==> config.mk <==
export PLATFORM = sky130hd
export DESIGN_NAME = sjis_kana_to_utf8_stream_flat
export DESIGN_NICKNAME = d
export VERILOG_FILES = /design/src/rtl/sjk_pkg.sv /design/src/rtl/sjk_in_if.sv /design/src/rtl/sjk_out_if.sv /design/src/rtl/sjk_front.sv /design/src/rtl/sjk_queue.sv /design/src/rtl/sjk_back.sv /design/src/rtl/sjis_kana_to_utf8_stream.sv /design/src/flat_wrapper.sv
export SDC_FILE = /design/constraint.sdc
export NUM_CORES = 1
export LEC_CHECK = 0
export ABC_CLOCK_PERIOD_IN_PS = 9580
export BUFFER_PORTS_ARGS = -buffer_cell sky130_fd_sc_hd__buf_2
export CORE_ASPECT_RATIO = 0.75
export CORE_MARGIN = 1
export CORE_UTILIZATION = 68
export CTS_BUF_LIST = sky130_fd_sc_hd__clkbuf_8
export CTS_CLUSTER_SIZE = 10
export DETAILED_ROUTE_END_ITERATION = 7
export PLACE_DENSITY = 0.87
export SETUP_SLACK_MARGIN = 0.02
export SYNTH_ARGS = -nofsm -noshare
export SYNTH_HDL_FRONTEND = slang
export SYNTH_SLANG_ARGS = --single-unit
export TNS_END_PERCENT = 20
==> constraint.sdc <==
create_clock -name clk -period 9.58 [get_ports clk]
set_input_delay 1.437 -clock clk [delete_from_list [all_inputs] [get_ports clk]]
set_output_delay 1.437 -clock clk [all_outputs]
set_load 0.02 [all_outputs]
==> src/rtl/sjk_pkg.sv <==
`timescale 1ns / 1ps
package sjk_pkg;

  localparam logic [15:0] CP_REPLACEMENT = 16'h25A1;
  localparam logic [15:0] CP_HALF_KANA   = 16'hFF61;
  localparam logic [15:0] CP_HIRAGANA    = 16'h3041;
  localparam logic [15:0] CP_KATAKANA    = 16'h30A1;

  localparam logic [7:0] HALF_KANA_LO = 8'hA1;
  localparam logic [7:0] HALF_KANA_HI = 8'hDF;
  localparam logic [7:0] HIRA_LEAD    = 8'h82;
  localparam logic [7:0] HIRA_LO      = 8'h9F;
  localparam logic [7:0] HIRA_HI      = 8'hF1;
  localparam logic [7:0] KATA_LEAD    = 8'h83;
  localparam logic [7:0] KATA_LO      = 8'h40;
  localparam logic [7:0] KATA_HI      = 8'h96;
  localparam logic [7:0] KATA_GAP     = 8'h7F;
  localparam logic [7:0] HIGH_BIT     = 8'h80;

  localparam logic [7:0] UTF8_LEAD3 = 8'hE0;
  localparam logic [7:0] UTF8_CONT  = 8'h80;
  localparam logic [7:0] NUL_BYTE   = 8'h00;

  typedef enum logic [1:0] {
    JOB_SINGLE,
    JOB_TRIPLE,
    JOB_TRIPLE_NUL
  } job_kind_t;

  typedef struct packed {
    job_kind_t   kind;
    logic [15:0] cp;
  } job_t;

endpackage

==> src/rtl/sjk_in_if.sv <==
`timescale 1ns / 1ps
interface sjk_in_if;
  logic       valid;
  logic       ready;
  logic [7:0] in_byte;

  modport source (output valid, output in_byte, input ready);
  modport sink (input valid, input in_byte, output ready);
endinterface

==> src/rtl/sjk_out_if.sv <==
`timescale 1ns / 1ps
interface sjk_out_if;
  logic       valid;
  logic       ready;
  logic [7:0] out_byte;
  logic       run_end;

  modport source (output valid, output out_byte, output run_end, input ready);
  modport sink (input valid, input out_byte, input run_end, output ready);
endinterface

==> src/rtl/sjk_front.sv <==
`timescale 1ns / 1ps
module sjk_front (
  input  logic          clk,
  input  logic          rst,
  input  logic          in_valid,
  output logic          in_ready,
  input  logic [7:0]    in_byte,
  output logic          push_valid,
  input  logic          push_ready,
  output sjk_pkg::job_t push_job
);

  logic       lead_pending;
  logic       lead_pending_next;
  logic [7:0] lead_value;
  logic [7:0] lead_value_next;
  logic       accept;
  logic       is_lead;
  logic [15:0] pair_cp;

  assign in_ready = push_ready;
  assign accept   = in_valid && in_ready;

  always_comb begin
    pair_cp = sjk_pkg::CP_REPLACEMENT;
    if (lead_value == sjk_pkg::HIRA_LEAD && in_byte >= sjk_pkg::HIRA_LO &&
        in_byte <= sjk_pkg::HIRA_HI) begin
      pair_cp = sjk_pkg::CP_HIRAGANA + {8'h00, in_byte - sjk_pkg::HIRA_LO};
    end else if (lead_value == sjk_pkg::KATA_LEAD && in_byte >= sjk_pkg::KATA_LO &&
                 in_byte <= sjk_pkg::KATA_HI) begin
      if (in_byte == sjk_pkg::KATA_GAP) begin
        pair_cp = sjk_pkg::CP_REPLACEMENT;
      end else if (in_byte >= sjk_pkg::HIGH_BIT) begin
        pair_cp = sjk_pkg::CP_KATAKANA + {8'h00, in_byte - sjk_pkg::KATA_LO} - 16'd1;
      end else begin
        pair_cp = sjk_pkg::CP_KATAKANA + {8'h00, in_byte - sjk_pkg::KATA_LO};
      end
    end
  end

  always_comb begin
    is_lead       = 1'b0;
    push_job.kind = sjk_pkg::JOB_SINGLE;
    push_job.cp   = {8'h00, in_byte};
    priority if (lead_pending) begin
      if (in_byte == sjk_pkg::NUL_BYTE) begin
        push_job.kind = sjk_pkg::JOB_TRIPLE_NUL;
        push_job.cp   = sjk_pkg::CP_REPLACEMENT;
      end else begin
        push_job.kind = sjk_pkg::JOB_TRIPLE;
        push_job.cp   = pair_cp;
      end
    end else if (in_byte < sjk_pkg::HIGH_BIT) begin
      push_job.kind = sjk_pkg::JOB_SINGLE;
    end else if (in_byte >= sjk_pkg::HALF_KANA_LO && in_byte <= sjk_pkg::HALF_KANA_HI) begin
      push_job.kind = sjk_pkg::JOB_TRIPLE;
      push_job.cp   = sjk_pkg::CP_HALF_KANA + {8'h00, in_byte - sjk_pkg::HALF_KANA_LO};
    end else begin
      is_lead = 1'b1;
    end
  end

  assign push_valid = in_valid && !is_lead;

  always_comb begin
    lead_pending_next = lead_pending;
    lead_value_next   = lead_value;
    if (accept) begin
      lead_pending_next = is_lead;
      lead_value_next   = is_lead ? in_byte : 8'h00;
    end
  end

  always_ff @(posedge clk) begin
    if (rst) begin
      lead_pending <= 1'b0;
      lead_value   <= 8'h00;
    end else begin
      lead_pending <= lead_pending_next;
      lead_value   <= lead_value_next;
    end
  end

  a_lead_cleared: assert property (@(posedge clk) disable iff (rst)
    !lead_pending |-> lead_value == 8'h00)
    else $error("lead value kept without a pending lead");

endmodule

==> src/rtl/sjk_queue.sv <==
`timescale 1ns / 1ps
module sjk_queue #(
  parameter int DEPTH = 2
) (
  input  logic          clk,
  input  logic          rst,
  input  logic          push_valid,
  output logic          push_ready,
  input  sjk_pkg::job_t push_job,
  output logic          pop_valid,
  input  logic          pop_ready,
  output sjk_pkg::job_t pop_job
);

  localparam int AW = (DEPTH > 1) ? $clog2(DEPTH) : 1;
  localparam int CW = $clog2(DEPTH + 1);

  sjk_pkg::job_t entries [DEPTH];
  logic [AW-1:0] wr_ptr;
  logic [AW-1:0] rd_ptr;
  logic [CW-1:0] count;
  logic          push;
  logic          pop;

  assign push_ready = count < CW'(DEPTH);
  assign pop_valid  = count != '0;
  assign pop_job    = entries[rd_ptr];
  assign push       = push_valid && push_ready;
  assign pop        = pop_valid && pop_ready;

  always_ff @(posedge clk) begin
    if (push) begin
      entries[wr_ptr] <= push_job;
    end
  end

  always_ff @(posedge clk) begin
    if (rst) begin
      wr_ptr <= '0;
      rd_ptr <= '0;
      count  <= '0;
    end else begin
      if (push) begin
        wr_ptr <= (wr_ptr == AW'(DEPTH - 1)) ? '0 : wr_ptr + 1'b1;
      end
      if (pop) begin
        rd_ptr <= (rd_ptr == AW'(DEPTH - 1)) ? '0 : rd_ptr + 1'b1;
      end
      if (push && !pop) begin
        count <= count + 1'b1;
      end else if (pop && !push) begin
        count <= count - 1'b1;
      end
    end
  end

  a_count_bound: assert property (@(posedge clk) disable iff (rst)
    count <= CW'(DEPTH))
    else $error("queue count beyond depth");

endmodule

==> src/rtl/sjk_back.sv <==
`timescale 1ns / 1ps
module sjk_back (
  input  logic          clk,
  input  logic          rst,
  input  logic          job_valid,
  output logic          job_ready,
  input  sjk_pkg::job_t job,
  output logic          out_valid,
  input  logic          out_ready,
  output logic [7:0]    out_byte,
  output logic          run_end
);

  logic [1:0] idx;
  logic [1:0] idx_next;
  logic [1:0] last_idx;
  logic [7:0] cur_byte;
  logic       load;
  logic       out_valid_next;

  always_comb begin
    unique case (job.kind)
      sjk_pkg::JOB_SINGLE:     last_idx = 2'd0;
      sjk_pkg::JOB_TRIPLE:     last_idx = 2'd2;
      sjk_pkg::JOB_TRIPLE_NUL: last_idx = 2'd3;
      default:                 last_idx = 2'd0;
    endcase
  end

  always_comb begin
    if (job.kind == sjk_pkg::JOB_SINGLE) begin
      cur_byte = job.cp[7:0];
    end else begin
      unique case (idx)
        2'd0:    cur_byte = sjk_pkg::UTF8_LEAD3 | {4'h0, job.cp[15:12]};
        2'd1:    cur_byte = sjk_pkg::UTF8_CONT | {2'b00, job.cp[11:6]};
        2'd2:    cur_byte = sjk_pkg::UTF8_CONT | {2'b00, job.cp[5:0]};
        default: cur_byte = sjk_pkg::NUL_BYTE;
      endcase
    end
  end

  assign load      = job_valid && (!out_valid || out_ready);
  assign job_ready = load && (idx == last_idx);

  always_comb begin
    idx_next       = idx;
    out_valid_next = out_valid && !out_ready;
    if (load) begin
      idx_next       = job_ready ? 2'd0 : idx + 2'd1;
      out_valid_next = 1'b1;
    end
  end

  always_ff @(posedge clk) begin
    if (rst) begin
      idx       <= 2'd0;
      out_valid <= 1'b0;
    end else begin
      idx       <= idx_next;
      out_valid <= out_valid_next;
    end
  end

  always_ff @(posedge clk) begin
    if (load) begin
      out_byte <= cur_byte;
      run_end  <= job_ready;
    end
  end

  a_single_idx: assert property (@(posedge clk) disable iff (rst)
    (job_valid && job.kind == sjk_pkg::JOB_SINGLE) |-> idx == 2'd0)
    else $error("single-byte item past its first byte");

  a_triple_idx: assert property (@(posedge clk) disable iff (rst)
    (job_valid && job.kind == sjk_pkg::JOB_TRIPLE) |-> idx != 2'd3)
    else $error("three-byte item past its last byte");

  a_pop_on_end: assert property (@(posedge clk) disable iff (rst)
    job_ready |=> (out_valid && run_end && idx == 2'd0))
    else $error("item retired without end mark");

endmodule

==> src/rtl/sjis_kana_to_utf8_stream.sv <==
`timescale 1ns / 1ps
// shift-jis (ascii and kana subset) to utf-8 byte stream
// in_ch: one shift-jis byte per item, zero ends a string
// out_ch: one utf-8 byte per item, run_end marks the last byte of an input
// ascii gives one byte, half-width kana and kana pairs give three bytes,
// a lead byte gives nothing until its trail arrives
// a lead byte followed by zero gives the three replacement bytes and a nul
// the input item is registered in the job queue, then in the output register
// the back end gives one output byte per cycle while out_ch is ready and a
// job waits; its byte counter steps through the three bytes of a kana item
// a small job queue sits between the classifier and the byte serializer,
// so input keeps flowing while the output register holds a byte
// when out_ch stalls the output byte holds and the queue fills; in_ch drops
// ready once the queue is full
// reset clears the pending lead byte, the queue and the output valid flag
module sjis_kana_to_utf8_stream #(
  parameter int QUEUE_DEPTH = 2
) (
  input  logic clk,
  input  logic rst,
  sjk_in_if.sink    in_ch,
  sjk_out_if.source out_ch
);

  logic          push_valid;
  logic          push_ready;
  sjk_pkg::job_t push_job;
  logic          job_valid;
  logic          job_ready;
  sjk_pkg::job_t job;

  sjk_front u_front (
    .clk        (clk),
    .rst        (rst),
    .in_valid   (in_ch.valid),
    .in_ready   (in_ch.ready),
    .in_byte    (in_ch.in_byte),
    .push_valid (push_valid),
    .push_ready (push_ready),
    .push_job   (push_job)
  );

  sjk_queue #(
    .DEPTH (QUEUE_DEPTH)
  ) u_queue (
    .clk        (clk),
    .rst        (rst),
    .push_valid (push_valid),
    .push_ready (push_ready),
    .push_job   (push_job),
    .pop_valid  (job_valid),
    .pop_ready  (job_ready),
    .pop_job    (job)
  );

  sjk_back u_back (
    .clk       (clk),
    .rst       (rst),
    .job_valid (job_valid),
    .job_ready (job_ready),
    .job       (job),
    .out_valid (out_ch.valid),
    .out_ready (out_ch.ready),
    .out_byte  (out_ch.out_byte),
    .run_end   (out_ch.run_end)
  );

endmodule

==> src/flat_wrapper.sv <==
// flat-port wrapper written by rule: the top's interface ports become plain ports
module sjis_kana_to_utf8_stream_flat 
#(
  parameter int QUEUE_DEPTH = 2
)
  (clk, rst, in_ch_valid, in_ch_in_byte, in_ch_ready, out_ch_valid, out_ch_out_byte, out_ch_run_end, out_ch_ready);
  sjk_in_if in_ch_i ();
  sjk_out_if out_ch_i ();
  input  logic clk;
  input  logic rst;
  input wire logic [$bits(in_ch_i.valid)-1:0] in_ch_valid;
  input wire logic [$bits(in_ch_i.in_byte)-1:0] in_ch_in_byte;
  output wire logic [$bits(in_ch_i.ready)-1:0] in_ch_ready;
  output wire logic [$bits(out_ch_i.valid)-1:0] out_ch_valid;
  output wire logic [$bits(out_ch_i.out_byte)-1:0] out_ch_out_byte;
  output wire logic [$bits(out_ch_i.run_end)-1:0] out_ch_run_end;
  input wire logic [$bits(out_ch_i.ready)-1:0] out_ch_ready;
  assign in_ch_i.valid = in_ch_valid;
  assign in_ch_i.in_byte = in_ch_in_byte;
  assign in_ch_ready = in_ch_i.ready;
  assign out_ch_valid = out_ch_i.valid;
  assign out_ch_out_byte = out_ch_i.out_byte;
  assign out_ch_run_end = out_ch_i.run_end;
  assign out_ch_i.ready = out_ch_ready;
  sjis_kana_to_utf8_stream #(.QUEUE_DEPTH(QUEUE_DEPTH)) u_core (.clk(clk), .rst(rst), .in_ch(in_ch_i), .out_ch(out_ch_i));
endmodule
# Word-level counts from Yosys, hierarchy flattened
# Memories as Yosys holds them, arrays and structs flattened. A register that Yosys moved wholly into a read port is not among the register bits.
# Cells that the tools add are included.
[classes] mux=26 n_reduce_logical=25 n_addsub=12 n_eq_ne=8 n_lt_le_gt_ge=9
[ops] operator="16-bit 2-to-1 mux" n=5
[ops] operator="18-bit 2-to-1 mux" n=2
[ops] operator="14-bit by 8-bit adder with 15-bit output, first input constant" n=2
[ops] operator="8-bit >= comparator, second input constant" n=3
[ops] operator="8-bit <= comparator, second input constant" n=3
[ops] operator="8-bit case mux with 3 select lines" n=1
[ops] operator="17-bit 2-to-1 mux" n=1
[ops] operator="8-bit equality test, second input constant" n=2
[ops] operator="8-bit 2-to-1 mux" n=2
[ops] operator="16-bit by 1-bit subtractor with 16-bit output, second input constant" n=1
[ops] operator="8-bit subtractor, second input constant" n=2
[ops] operator="1-bit logical AND" n=14
[ops] operator="9-bit by 9-bit adder with 10-bit output, first input constant" n=1
[ops] operator="1-bit 2-to-1 mux" n=10
[ops] operator="8-bit by 7-bit equality test with 1-bit output, second input constant" n=1
[ops] operator="8-bit by 7-bit >= comparator with 1-bit output, second input constant" n=1
[ops] operator="8-bit zero test" n=1
[ops] operator="8-bit less-than comparator, second input constant" n=1
[ops] operator="2-bit 2-to-1 mux" n=4
[ops] operator="8-bit by 7-bit subtractor with 8-bit output, second input constant" n=1
[ops] operator="1-bit zero test" n=5
[ops] operator="2-bit by 1-bit adder with 2-bit output, second input constant" n=2
[ops] operator="2-bit by 1-bit equality test with 1-bit output, second input constant" n=2
[ops] operator="2-bit equality test, second input constant" n=2
[ops] operator="other kinds (8)" n=11
[totals] regBits=25 ram_bits=36 out_inout_bits=11 mem_count=1 inputBits=12 word_cells=90
[mem_list] name="u_core.u_queue.entries" words=2 width=18 read_ports=1 rd_clocked_by_memory_dff=1 write_ports=1 line="sjk_queue.sv:18" source="sjk_pkg::job_t entries [DEPTH];"

# Logic depth before layout (Yosys ltp)
[depth] ltp_word=12 mapped_depth=12 depth_no_buf=10

# Hierarchy
# From an unflattened synthesis, not the netlist that was laid out.
[unflattened] cells_unflattened=414 area_unflattened_um2=4060.1
[modules_own_cells] mod="sjk_front" cells_each=263 n_inst=1 area_per_inst_um2=1840.5
[modules_own_cells] mod="sjk_queue" cells_each=79 n_inst=1 area_per_inst_um2=1514.0
[modules_own_cells] mod="sjk_back" cells_each=72 n_inst=1 area_per_inst_um2=705.7

# Worst setup path after synthesis
# No wires, ideal clock.
[synth_path] path_kind="input to register" startpoint="in in_ch_in_byte[0]" endpoint="mem u_core.u_queue.entries[0][0] (netlist bit) (enable)" t_required_ps=9168 setup_time_ps=412 path_slack_ps=4808 cell_stages=9 t_arrival_ps=4360 path_cell_list="clkbuf_1 -> buf_2 -> inv_1 -> ha_1 -> nor3b_1 -> a221o_1 -> nor2b_1 -> clkbuf_1 -> nor3_1"
[synth_between] elab_chain_len=10
[synth_lines] item="start, declared" line="flat_wrapper.sv:12" source="input wire logic [$bits(in_ch_i.in_byte)-1:0] in_ch_in_byte;"
[synth_lines] item="8-bit >= comparator or 8-bit <= comparator (tied branches)" line="sjk_front.sv:55" source="end else if (in_byte >= sjk_pkg::HALF_KANA_LO && in_byte <= sjk_pkg::HALF_KANA_HI) begin"
[synth_lines] item="1-bit logical AND" line="sjk_front.sv:55"
[synth_lines] item="1-bit 2-to-1 mux" line="sjk_front.sv:55"
[synth_lines] item="1-bit 2-to-1 mux (*)" line="sjk_front.sv:53" source="end else if (in_byte < sjk_pkg::HIGH_BIT) begin"
[synth_lines] item="1-bit 2-to-1 mux (*)" line="sjk_front.sv:45" source="priority if (lead_pending) begin"
[synth_lines] item="1-bit zero test (*)" line="sjk_front.sv:63" source="assign push_valid = in_valid && !is_lead;"
[synth_lines] item="1-bit logical AND (*)" line="sjk_front.sv:63"
[synth_lines] item="1-bit logical AND (*)" line="sjk_queue.sv:28" source="assign push = push_valid && push_ready;"
[synth_lines] item="1-bit 2-to-1 mux (*)" line="sjk_queue.sv:32" source="if (push) begin"
[synth_lines] item="1-bit 2-to-1 mux (not written as such) (*)" line="sjk_queue.sv:33" source="entries[wr_ptr] <= push_job;"
[synth_lines] item="end, declared" line="sjk_queue.sv:18"
# Every way passes the cells marked *; elsewhere a longest branch is shown, timed or not.

# Worst setup path after layout
[layout_path] startpoint="in in_ch_in_byte[0]" endpoint="reg u_core.u_queue.count[1]"
[layout_between] elab_chain_len=11
[layout_lines] item="8-bit >= comparator or 8-bit <= comparator (tied branches)" line="sjk_front.sv:55"
[layout_lines] item="1-bit logical AND" line="sjk_front.sv:55"
[layout_lines] item="1-bit 2-to-1 mux" line="sjk_front.sv:55"
[layout_lines] item="1-bit 2-to-1 mux (*)" line="sjk_front.sv:53"
[layout_lines] item="1-bit 2-to-1 mux (*)" line="sjk_front.sv:45"
[layout_lines] item="1-bit zero test (*)" line="sjk_front.sv:63"
[layout_lines] item="1-bit logical AND (*)" line="sjk_front.sv:63"
[layout_lines] item="1-bit logical AND (*)" line="sjk_queue.sv:28"
[layout_lines] item="via u_core.u_queue.push" line="sjk_queue.sv:22" source="logic push;"
[layout_lines] item="1-bit zero test" line="sjk_queue.sv:51" source="end else if (pop && !push) begin"
[layout_lines] item="1-bit logical AND" line="sjk_queue.sv:51"
[layout_lines] item="2-bit nonzero test (no line)"
[layout_lines] item="end signal, assigned" line="sjk_queue.sv:50" source="count <= count + 1'b1;"
[layout_lines] item="end signal, assigned" line="sjk_queue.sv:52" source="count <= count - 1'b1;"
[layout_lines] item="end, declared" line="sjk_queue.sv:21" source="logic [CW-1:0] count;"
# The timed path passes the listed nets; every way through them passes the cells marked *.
# A chain may end at the register's enable or synchronous reset.

==> impl_metrics.csv <==
group,metric,value,unit
sta,layout_setup_ws,5230,ps
synthesis,synth-main-ff-cell,"sky130_fd_sc_hd__edfxtp_1",
synthesis,syn-mean-instance-area,9.63,um^2
route,drt-total-wl,9110,um
grt,antenna_found_initial,0,
placed_design,placedCellCount,484,
final_layout,final-instance-count-excl-fill,501,
clocking,ctsRootBufferMaster,"sky130_fd_sc_hd__clkbuf_8",
synthesis,synth_fp_nets,445,
hold_path,holdPathEnd,"u_core.u_front.lead_value[1]",
floorplan,floorplan.core_area,5470,um^2
setup_path,reg2reg_to,"u_core.u_queue.count[1]",
floorplan,die_y,68.0,um
synthesis,ys_top_cells_by_area,"sky130_fd_sc_hd__edfxtp_1 (33%), sky130_fd_sc_hd__dfxtp_1 (8.6%), sky130_fd_sc_hd__ha_1 (7.3%)",
grt,overflow,0,
placed_design,dpl_worst_slack,4910,ps
placed_design,dp_hpwl,6660,um
floorplan,die_area,6120,um^2
synthesis,post_synth_num_cell_types,62,
synthesis,seq_area_frac_synth,41.3,%
synthesis,synth_warnings,0,
placed_design,place_congestion,0.978,
clocking,clkLatencyLatePin,340,ps
synthesis,netlist_instances,410,
sta,finalSetupViolCount,0,
route,drt_iter0_markers,485,
setup_path,endpoint_kind,"flip-flop",
sta,final.setup.tns,0,ps
sta,timing_hold_violations_final,0,
floorplan,floorplan.io_pins,23,
synthesis,ys_ff_latch,60,
synthesis,async_flop_share,0,%
floorplan,core.rowCount,23,
floorplan,die_width,90.0,um
hold_path,hold_path_startpoint,"u_core.u_front.lead_value[1]",
floorplan,initial_core_util,72.2,%
pwr,peakVddDrop,0.000186,V
setup_path,critPathMaxFanout,20,
setup_path,cp-start-kind,"input port",
final_layout,nFillCells,363,
clocking,clock_tree.htree_level_count,3,
clocking,tritoncts,"built",
route,route.detailed.drc,0,
hold_path,hold_path_depth,2,
sta,timing.clock.skew,8.57,ps
synthesis,synth_area_leader_cell,"sky130_fd_sc_hd__edfxtp_1",
sta,fmax,230,MHz
grt,grt_util_all_layers,32.3,%
synthesis,synthDominantCellAreaShare,32.7,%
final_layout,multi_input_area,2150,um^2
setup_path,worstPathArrival,4620,ps
sta,worst-slew-pin-transition,976,ps
pwr,total_power,0.000883,W
setup_path,critical_path_required,9850,ps
synthesis,synth_most_common_cell,"sky130_fd_sc_hd__edfxtp_1",
sta,slew_headroom,34.8,%
route,vias_per_cell,6.39,
synthesis,mappedNetlistArea,3950,um^2
route,ant_nets,0,
grt,grt_first_pass_wirelength,15000,um
clocking,clkTransAtPathRegs,60,ps
sta,period_needed,4350,ps
clocking,number_of_buffers_inserted_by_hold_repair_at_cts,0,
pwr,power_per_cell_area,208,nW/um^2
placed_design,port_buffers,22,
setup_path,rr_worst_depth,8,
sta,rsz0062_at_grt,"false",
synthesis,ys_top_cells_by_count,"sky130_fd_sc_hd__edfxtp_1 (43), sky130_fd_sc_hd__a21oi_1 (32), sky130_fd_sc_hd__nand2_1 (30)",
clocking,cts_buffers,9,
grt,grt_max_degree,23,
setup_path,setup.worst_path.class,"input port to flip-flop",
final_layout,area_growth,7.77,%
sta,timing.final.max_slew_violations,0,
sta,period_share,45.4,%
clocking,cts.path.max_buffers,2,
final_layout,final_nets,456,
clocking,post_cts_setup_repair_buffer_count,0,
clocking,clkSinkCount,60,
setup_path,ff2ff_setup_slack,6480,ps
final_layout,post_route_cells_drive_above_1_share,14.6,%
final_layout,seq_area,1630,um^2
route,detail_route.first_pass.iterations,6,
status,status,"finished clean",
route,via_count,3203,
route,routedWlPerCell,18.2,um
final_layout,antenna_cells,0,
clocking,post_cts_resized,0,
grt,grt_pass1_vias,3024,
flow_run,cap_violations,0,
synthesis,synth_enable_flop_cells,43,
pwr,total_leakage_power,1.52,nW
hold_path,hold_class,"flip-flop to flip-flop",
## layout make-up
| type | instances | share of cell area, % |
|---|---|---|
| well taps | 75 | 2.21 |
| clock inverters | 4 | 0.530 |
| inverters | 19 | 1.68 |
| multi-input cells | 307 | 50.5 |
| clock buffers | 12 | 3.88 |
| flip-flops and latches | 60 | 38.4 |
| repair buffers | 24 | 2.88 |
## metal layers
| layer | vias up | global-route usage, % | routed length (um) |
|---|---|---|---|
| met5 | - | 0 | 0 |
| met4 | 0 | 8.06 | 131 |
| met3 | 18 | 13.0 | 1090 |
| met2 | 180 | 51.1 | 4040 |
| met1 | 1494 | 42.0 | 3850 |
| li1 | 1511 | - | - |
## layout by cell type (no fill, tap or decap), drive strengths merged, types with 8 or more instances in the layout
cell type and instances:
nand2 30, xnor2 23, mux2 14, buf 23
inv 20, dfxtp 17, nand2b 9, ha 23
a21oi 32, edfxtp 43, nand3 13, nor2 27
clkbuf 13, xor2 10, o21ai 20, nor3 8
## logic make-up (layout without fill, tap and decap cells)
kind of cell             Yosys count  count (layout)  synth area share (%)
buffers and inverters             43              59                  4.41
XOR/XNOR                          33              33                  7.32
adder cells (fa/ha/maj)           23              23                  7.29
flip-flops                        60              60                  41.3
AND/OR/NAND/NOR                  135             135                  18.5
multiplexers                      19              19                  5.26
AO/OA/AOI/OAI                     97              97                  15.9
## worst max-delay path, cell delays in order
cell and delay (ps):
sky130_fd_sc_hd__buf_2 210, sky130_fd_sc_hd__inv_1 290, sky130_fd_sc_hd__ha_1 280, sky130_fd_sc_hd__nor3b_1 390, sky130_fd_sc_hd__a221o_1 290, sky130_fd_sc_hd__nor2b_1 630
sky130_fd_sc_hd__nor2_1 200, sky130_fd_sc_hd__ha_1 390, sky130_fd_sc_hd__or3_1 360, sky130_fd_sc_hd__a21oi_1 140
## worst max path at each step
stage | startpoint | end | slack [ps] | depth (start not counted)
after global placement | in_ch_in_byte[0] | u_core.u_queue.count[1] | 5110 | 10
after global routing | in_ch_in_byte[0] | u_core.u_queue.count[1] | 4970 | 10
final | in_ch_in_byte[0] | u_core.u_queue.count[1] | 5230 | 10
after CTS | in_ch_in_byte[0] | u_core.u_queue.count[1] | 5280 | 10
after detailed placement | in_ch_in_byte[0] | u_core.u_queue.count[1] | 4910 | 10
after floorplan | in_ch_in_byte[0] | u_core.u_queue.entries[0][0] | 4810 | 9
## through the flow
| step | cell area (um^2) | hold slack, ps | util, % |
|---|---|---|---|
| finish | 4250 | 453 | 77.8 |
| CTS | 4250 | 457 | 77.7 |
| global placement | 4060 | 435 | 74.3 |
| floorplan | 3950 | 427 | - |
| detailed placement | 4060 | 447 | 74.3 |
| global route | 4250 | 474 | 77.8 |
## sequential cells by signal (all words and copies together) (netlist names), named ones only
register and flops:
u_core.u_queue.rd_ptr 1, u_core.u_queue.count 2, u_core.u_back.run_end 1, u_core.u_queue.entries 34, u_core.u_back.idx 2, u_core.u_front.lead_pending 1, u_core.u_queue.wr_ptr 1, u_core.u_back.out_valid 1
u_core.u_front.lead_value 8, u_core.u_back.out_byte 8
## power breakdown
group          switching (W)  leakage [nW]  internal, W
Clock              0.0000933         0.100     0.000114
Sequential         0.0000321         0.541     0.000346
Combinational       0.000184         0.883     0.000114
No activity file was read; power rests on OpenSTA's default activity.
